## config.mk

```make
export PLATFORM = sky130hd
export DESIGN_NAME = sfi_div
export DESIGN_NICKNAME = d
export VERILOG_FILES = /design/src/rtl/sfi_div.sv
export SDC_FILE = /design/constraint.sdc
export NUM_CORES = 1
export LEC_CHECK = 0
export ABC_AREA = 1
export ABC_CLOCK_PERIOD_IN_PS = 5000
export BUFFER_PORTS_ARGS = -buffer_cell sky130_fd_sc_hd__buf_2
export CAP_MARGIN = 20
export CELL_PAD_IN_SITES_DETAIL_PLACEMENT = 2
export CELL_PAD_IN_SITES_GLOBAL_PLACEMENT = 2
export CORE_MARGIN = 5
export CORE_UTILIZATION = 32
export CTS_CLUSTER_DIAMETER = 150
export CTS_CLUSTER_SIZE = 24
export DETAILED_ROUTE_END_ITERATION = 7
export PLACE_DENSITY_LB_ADDON = 0.1
export SYNTH_ARGS = -nofsm -noshare
export SYNTH_HDL_FRONTEND = slang
export SYNTH_SLANG_ARGS = --single-unit
```

## constraint.sdc

```tcl
create_clock -name i_clk -period 5 [get_ports i_clk]
set_input_delay 1 -clock i_clk [delete_from_list [all_inputs] [get_ports i_clk]]
set_output_delay 1 -clock i_clk [all_outputs]
set_load 0.01 [all_outputs]
```

## src/rtl/sfi_div.sv

```systemverilog
// iterative restoring divider, one quotient bit per cycle
module sfi_div #(
    parameter int DIVIDEND_W = 39,
    parameter int DIVISOR_W  = 7
) (
    input  logic                  i_clk,
    input  logic                  i_rst_n,
    input  logic                  i_start,
    input  logic [DIVIDEND_W-1:0] i_dividend,
    input  logic [DIVISOR_W-1:0]  i_divisor,
    output logic                  o_done,
    output logic [DIVIDEND_W-1:0] o_quotient
);

    localparam int CNT_W = $clog2(DIVIDEND_W + 1);

    logic                  r_busy;
    logic                  r_done;
    logic [CNT_W-1:0]      r_cnt;
    logic [DIVISOR_W-1:0]  r_div;
    logic [DIVISOR_W-1:0]  r_rem;
    logic [DIVIDEND_W-1:0] r_quo;

    logic [DIVISOR_W:0]    n_trial;
    logic                  n_ge;
    logic [DIVISOR_W:0]    n_diff;

    // trial subtract of the shifted remainder
    always_comb begin
        n_trial = {r_rem, r_quo[DIVIDEND_W-1]};
        n_ge    = n_trial >= {1'b0, r_div};
        n_diff  = n_trial - {1'b0, r_div};
    end

    // sequencing
    always_ff @(posedge i_clk) begin
        if (!i_rst_n) begin
            r_busy <= 1'b0;
            r_done <= 1'b0;
            r_cnt  <= '0;
        end else begin
            r_done <= 1'b0;
            if (i_start) begin
                r_busy <= 1'b1;
                r_cnt  <= CNT_W'(DIVIDEND_W);
            end else if (r_busy) begin
                r_cnt <= r_cnt - CNT_W'(1);
                if (r_cnt == CNT_W'(1)) begin
                    r_busy <= 1'b0;
                    r_done <= 1'b1;
                end
            end
        end
    end

    // datapath: remainder and quotient shift register
    always_ff @(posedge i_clk) begin
        if (i_start) begin
            r_div <= i_divisor;
            r_rem <= '0;
            r_quo <= i_dividend;
        end else if (r_busy) begin
            r_rem <= n_ge ? n_diff[DIVISOR_W-1:0] : n_trial[DIVISOR_W-1:0];
            r_quo <= {r_quo[DIVIDEND_W-2:0], n_ge};
        end
    end

    assign o_done     = r_done;
    assign o_quotient = r_quo;

endmodule

```

==> metrics.txt, run 1 <==
WP buf/inv=3; WL per Instance=16.2 µm; most frequent cells after synthesis=164 x nand2_1, 46 x edfxtp_1, 31 x inv_1; Async SR Flop Fraction=0%; DRT antenna net count=0; final worst-path cycle share=50.2%; mux cell area share after synthesis=0%; number of synthesized flops with an enable pin=46; post-route minimum period=2.51 ns; vias=2,608; run status=complete, no violations; CP Launch Type=input pin; synthesized cell area=0.00298 mm²; Synth area leader=edfxtp_1; pwr dens=358 mW/mm²; ratio of cells with drive above 1 in the final layout=27.4%; pin count of the biggest net entering global routing=50; Slew Viols, Final=0; Worst Max-Slew Pin Slew=0.901 ns; Mapped Cells=338; H-tree depth=3; # resized after CTS=0; post-synthesis xor/xnor area fraction=0.587%; CTS tree=built; VDD IR-drop max=0.115 mV; CTS Buf Count=9; Seq/Total Area, Yosys=56.4%; Yosys cell types=34; antenna cells=0; crit path DAT=2.47 ns; Max stage delay on crit path=0.70 ns; setup TNS=0 ns; NetSw=0.000364 W; min-delay worst type=reg2reg; Reg clk slew, reported paths=0.07 ns; initial antenna violation count=1; CP top delay family=buffers and inverters; CTS sink count=61; Chip Width=107 µm; HPWL after DPL=6580 µm; Synth Area in Adders=4.45%; Clock Latency Late Sink=0.34 ns; Hold Fails Final Rpt=0; Combinational Power Share=16.1%; Avg Vias per Cell=4.79; Inst Count DP=529; fmax=399 MHz; root buf cell=clkbuf_8; num rows=35; compound-cell area share of the yosys netlist=2.94%; Critical Path RT=4.96 ns; Max Cap Viol=0; Port Buffer Count=88; sequential cell area=0.00168 mm²; GRT Residual Overflow=0; die height=107 µm; multi-input logic area=0.00113 mm²; Flop pwr share=47.0%; Ys Warns=0; first-pass GRT wire length=14,700 µm; synthesized area per cell=8.83 µm²; Area Growth Syn to Fin=25.6%; Remaining DRCs=0; total die area=0.0114 mm²; starting density of the core=32.6%; internal power=0.000976 W; most frequent cell after synthesis=nand2_1; non-filler instance count after layout=545; Clock power frac=36.8%; CP Max Fanout=49; crit path cell chain=buf_2 -> buf_4 -> nor2_2 -> inv_2; number of setup buffers added after CTS=0; simple-gate share of the synthesized area=29.9%; RSZ-0062 raised after global routing=no; hold_buf cts=0; Net Sw Frac=27.2%; top cell type's share of synthesized area=46.3%; initial DRC count=85; Slew headroom=39.9%; nets=488; Total GRT Usage=16.6%; Synth Register Bits=61; vias in the first global route=2,972; GPL Wtd Cong=0.739; # fillers=1,075; Longest Clk Path Bufs=2; Top FF cell, synth=edfxtp_1; core area=0.00915 mm²; iteration count of the initial detailed-routing pass=5; Final setup viols=0; IO Pins=89; clk_skew=0.00861 ns; WL final=8810 µm; Static Leak=1.88 nW; Post-Syn Nets=397; main combinational cell family by area after synthesis=simple AND/OR/NAND/NOR gates; Crit Path Category=in2reg; Synth area leaders=edfxtp_1 46%, nand2_1 21%, dfxtp_1 10%; CP max stage cell=inv_2; Crit. End Element=flop
## cells in the final DEF, fill, tap and decap left out, types with 3 or more instances in the layout
| master | count |
|---|---|
| nor2_1 | 7 |
| inv_1 | 31 |
| nand3_1 | 14 |
| dfxtp_1 | 15 |
| ha_1 | 9 |
| a21oi_1 | 3 |
| edfxtp_1 | 46 |
| nor2_2 | 3 |
| clkbuf_8 | 10 |
| nor3_1 | 3 |
| nand3b_1 | 5 |
| buf_2 | 88 |
| nand2_1 | 164 |
| nor4_1 | 3 |
| inv_2 | 4 |
## cell type report
type | count | share of cell area [%]
sequential | 61 | 44.9
multi-input combinational | 233 | 30.2
timing repair buffer | 89 | 12.0
clock buffer | 12 | 3.87
tap | 111 | 3.71
inverter | 35 | 3.51
clock inverter | 4 | 1.94
## through the flow
step                setup slack [ns]  util [%]  instance area [µm²]  hold WS (ns)  power (W)
detailed placement              2.09      38.6                 3530         0.481   0.000863
global route                    2.31      40.9                 3750         0.515    0.00141
CTS                             2.44      40.9                 3750         0.491    0.00136
floorplan                       2.90         -                 2980         0.442   0.000762
global placement                2.11      38.6                 3530         0.479   0.000852
finish                          2.49      40.9                 3750         0.483    0.00134
## logic make-up (layout without fill, tap and decap cells)
logic type | count (synthesis) | after routing
DFF | 61 | 61
AOI/OAI and AO/OA | 12 | 12
xor gates and xnor gates | 2 | 2
adders and majority gates | 10 | 10
and+or+nand+nor | 209 | 209
buffers and inverters | 44 | 140
## flip-flops by register name, indices dropped and copies added, names as in the netlist
register / flops
o_quotient: 39
r_cnt: 6
r_rem: 7
r_div: 7
o_done: 1
r_busy: 1
## metal layers
layer  global-route usage, %  up-vias  wire [µm]
li1                        -     1270          -
met1                    20.5     1271       3860
met2                    27.2       57       4320
met3                    6.19        8        536
met4                    4.93        2         73
met5                       0        -         13
## power groups by stage
| stage | combinational, W | sequential (W) | clock, W |
|---|---|---|---|
| after floorplan | 0.000111 | 0.000651 | 0 |
| after global placement | 0.000213 | 0.000640 | 0 |
| after detailed placement | 0.000222 | 0.000641 | 0 |
| after CTS | 0.000223 | 0.000632 | 0.000503 |
| after global routing | 0.000248 | 0.000637 | 0.000529 |
| final | 0.000216 | 0.000631 | 0.000494 |
## worst min-delay path: stages (launching register included)
cell and delay, ns:
dfxtp_1 0.33, nand2_1 0.07, nand2_1 0.04
## final timing paths
check                                endpoint           start  slack (ns)  depth (start not counted)
worst max-delay path            o_quotient[2]         i_start        2.49                          4
worst min-delay path                 r_rem[5]        r_rem[5]        0.48                          2
worst max register to register       r_rem[0]  o_quotient[38]        2.86                         12
worst min register to register       r_rem[5]        r_rem[5]        0.48                          2
(Power assumes the default switching activity.)
==> inputs of run 2 (changes only) <==
- ABC_CLOCK_PERIOD_IN_PS: 5000 -> 2380
- CORE_UTILIZATION: 32 -> 30
- clock period: 5 -> 2.38 ns (I/O delays scaled with it)
==> run 2 against run 1 <==
- power is 110% higher
- clock skew is 0.00067 ns higher
- core utilization is 1.9 points lower
- flip-flop and latch count stayed put
- critical path type is now reg2reg
- combinational power is 110% higher
- worst setup slack worse by 2.0 ns
- register-to-register slack worse by 2.4 ns
- via count is 1.4% lower
- count of clock-buffer cells in the layout is 1 lower
- worst hold slack worse by 0.16 ns
==> metrics.txt, run 2 (synthesis gave the netlist of run 1 again) <==
run status=complete, no violations; HPWL after DPL=6770 µm (+2.8%); IO Pins=89 (unchanged); nets=491 (+0.61%); ratio of cells with drive above 1 in the final layout=27.7% (+0.27 points); WP buf/inv=2 (-1); core area=0.00973 mm² (+6.3%); vias in the first global route=2,769 (-6.8%); hold_buf cts=0 (unchanged); Reg clk slew, reported paths=0.07 ns (about the same); CTS Buf Count=9 (unchanged); root buf cell=clkbuf_8; starting density of the core=30.7% (-1.9 points); WL final=8670 µm (-1.5%); iteration count of the initial detailed-routing pass=4 (-1); CP Max Fanout=8 (-84%); NetSw=0.000761 W (+110%); Chip Width=110 µm (+3.0%); initial DRC count=49 (-42%); hold slack=0.321 ns (-0.162 ns); min-delay worst type=in2reg; most frequent cells in the layout=164 x nand2_1, 88 x buf_2, 46 x edfxtp_1, 31 x inv_1, 15 x dfxtp_1; Clock power frac=36.2% (-0.6 points); total die area=0.0120 mm² (+6.0%); Area Growth Syn to Fin=27.4%; Crit Path Category=reg2reg; fmax=520 MHz; num rows=36 (+2.9%); CTS sink count=61 (unchanged); Flop pwr share=47.3% (+0.3 points); setup TNS=0 ns (unchanged); Total GRT Usage=15.0% (-1.7 points); vias=2,571 (-1.4%); CP top delay family=simple AND/OR/NAND/NOR gates; # fillers=1,151 (+7.1%); clk_skew=0.00928 ns (+0.000669 ns); Avg Vias per Cell=4.51 (-5.7%); crit path cell chain=inv_1 -> ha_1 -> fa_1 -> inv_1 -> nand2_1 -> nand2_1 -> nand2_1 -> nand2_1 -> nand2_2 -> nand3_1 -> nand3_1 -> o21ai_2; max reg flops=39 (unchanged); number of setup buffers added after CTS=0 (unchanged); Inst Count DP=554 (+4.7%); initial antenna violation count=2 (+1); VDD IR-drop max=0.212 mV (+85%); Crit. End Element=flop; Slew headroom=67.7% (+28 points); Final setup viols=0 (unchanged); GPL Wtd Cong=0.724 (-2.1%); RSZ-0062 raised after global routing=no; sequential cell area=0.00168 mm² (unchanged); CP max stage cell=fa_1; post-route minimum period=1.92 ns; Remaining DRCs=0 (unchanged); WL per Instance=15.2 µm (-5.8%); pin count of the biggest net entering global routing=28 (-44%); die height=110 µm (+3.0%); crit path DAT=2.19 ns (-0.28 ns); Max Cap Viol=0 (unchanged); H-tree depth=3 (unchanged); most common cell after layout, fill and taps aside=nand2_1; pwr dens=733 mW/mm² (+100%); final worst-path cycle share=80.9%; Clock Latency Late Sink=0.33 ns (about the same); DRT antenna net count=0 (unchanged); Hold Fails Final Rpt=0 (unchanged); internal power=0.00202 W (+110%); GRT Residual Overflow=0 (unchanged); Slew Viols, Final=0 (unchanged); CP Launch Type=flop; # resized after CTS=0 (unchanged); flop-to-flop setup slack=0.46 ns (-2.40 ns); Combinational Power Share=16.5% (+0.4 points); non-filler instance count after layout=570 (+4.6%); first-pass GRT wire length=13,700 µm (-6.7%); Worst Max-Slew Pin Slew=0.485 ns (-0.416 ns); Static Leak=1.90 nW (+0.73%); Net Sw Frac=27.3% (+0.15 points); Port Buffer Count=88 (unchanged); antenna cells=0 (unchanged); CTS tree=built; multi-input logic area=0.00113 mm² (unchanged); Max stage delay on crit path=0.41 ns (-0.29 ns); Critical Path RT=2.64 ns (-2.32 ns); Longest Clk Path Bufs=2 (unchanged); most used cell, CP=nand2_1
-- run 2: path summary, 6_finish.rpt --
kind | start | endpoint | depth (start not counted)
worst max register to register | o_quotient[38] | r_rem[0] | 12
worst min-delay path | i_divisor[1] | r_div[1] | 1
worst max-delay path | o_quotient[38] | r_rem[0] | 12
worst min register to register | r_rem[6] | r_rem[6] | 2
-- run 2: cell type report --
type,instances,share of cell area (%)
inverter,35,3.46
multi-input combinational,233,29.7
tap,133,4.38
timing repair buffer,92,12.7
clock buffer,11,3.46
clock inverter,5,2.01
sequential,61,44.3
-- run 2: per-stage QoR --
stage               power (W)  instance area (µm²)  utilization [%]  setup slack (ns)
global placement      0.00180                 3590             36.9             0.586
detailed placement    0.00181                 3590             36.9             0.472
CTS                   0.00282                 3800             39.1             0.442
finish                0.00279                 3800             39.1             0.455
floorplan             0.00160                 2980                -             0.622
global route          0.00292                 3800             39.1             0.311
-- run 2: per-layer routing --
layer	wire [µm]	GRT usage, %	vias up
met3	500	5.64	9
met4	65	3.74	4
met2	4380	26.2	54
met5	40	0	-
li1	-	-	1279
met1	3690	17.2	1225
-- run 2: power groups by stage --
stage	logic, W	registers, W	clock network [W]
detailed placement	0.000473	0.00134	0
global route	0.000520	0.00133	0.00107
global placement	0.000454	0.00134	0
finish	0.000459	0.00132	0.00101
floorplan	0.000234	0.00137	0
CTS	0.000475	0.00132	0.00103
-- run 2: worst reg2reg max path: cells and delay by family (launching register included) --
family,cells,cell delay (ns)
and+or+nand+nor,7,0.64
AOI/OAI and AO/OA,1,0.07
DFF,1,0.36
adders and majority gates,2,0.63
buffers and inverters,2,0.17
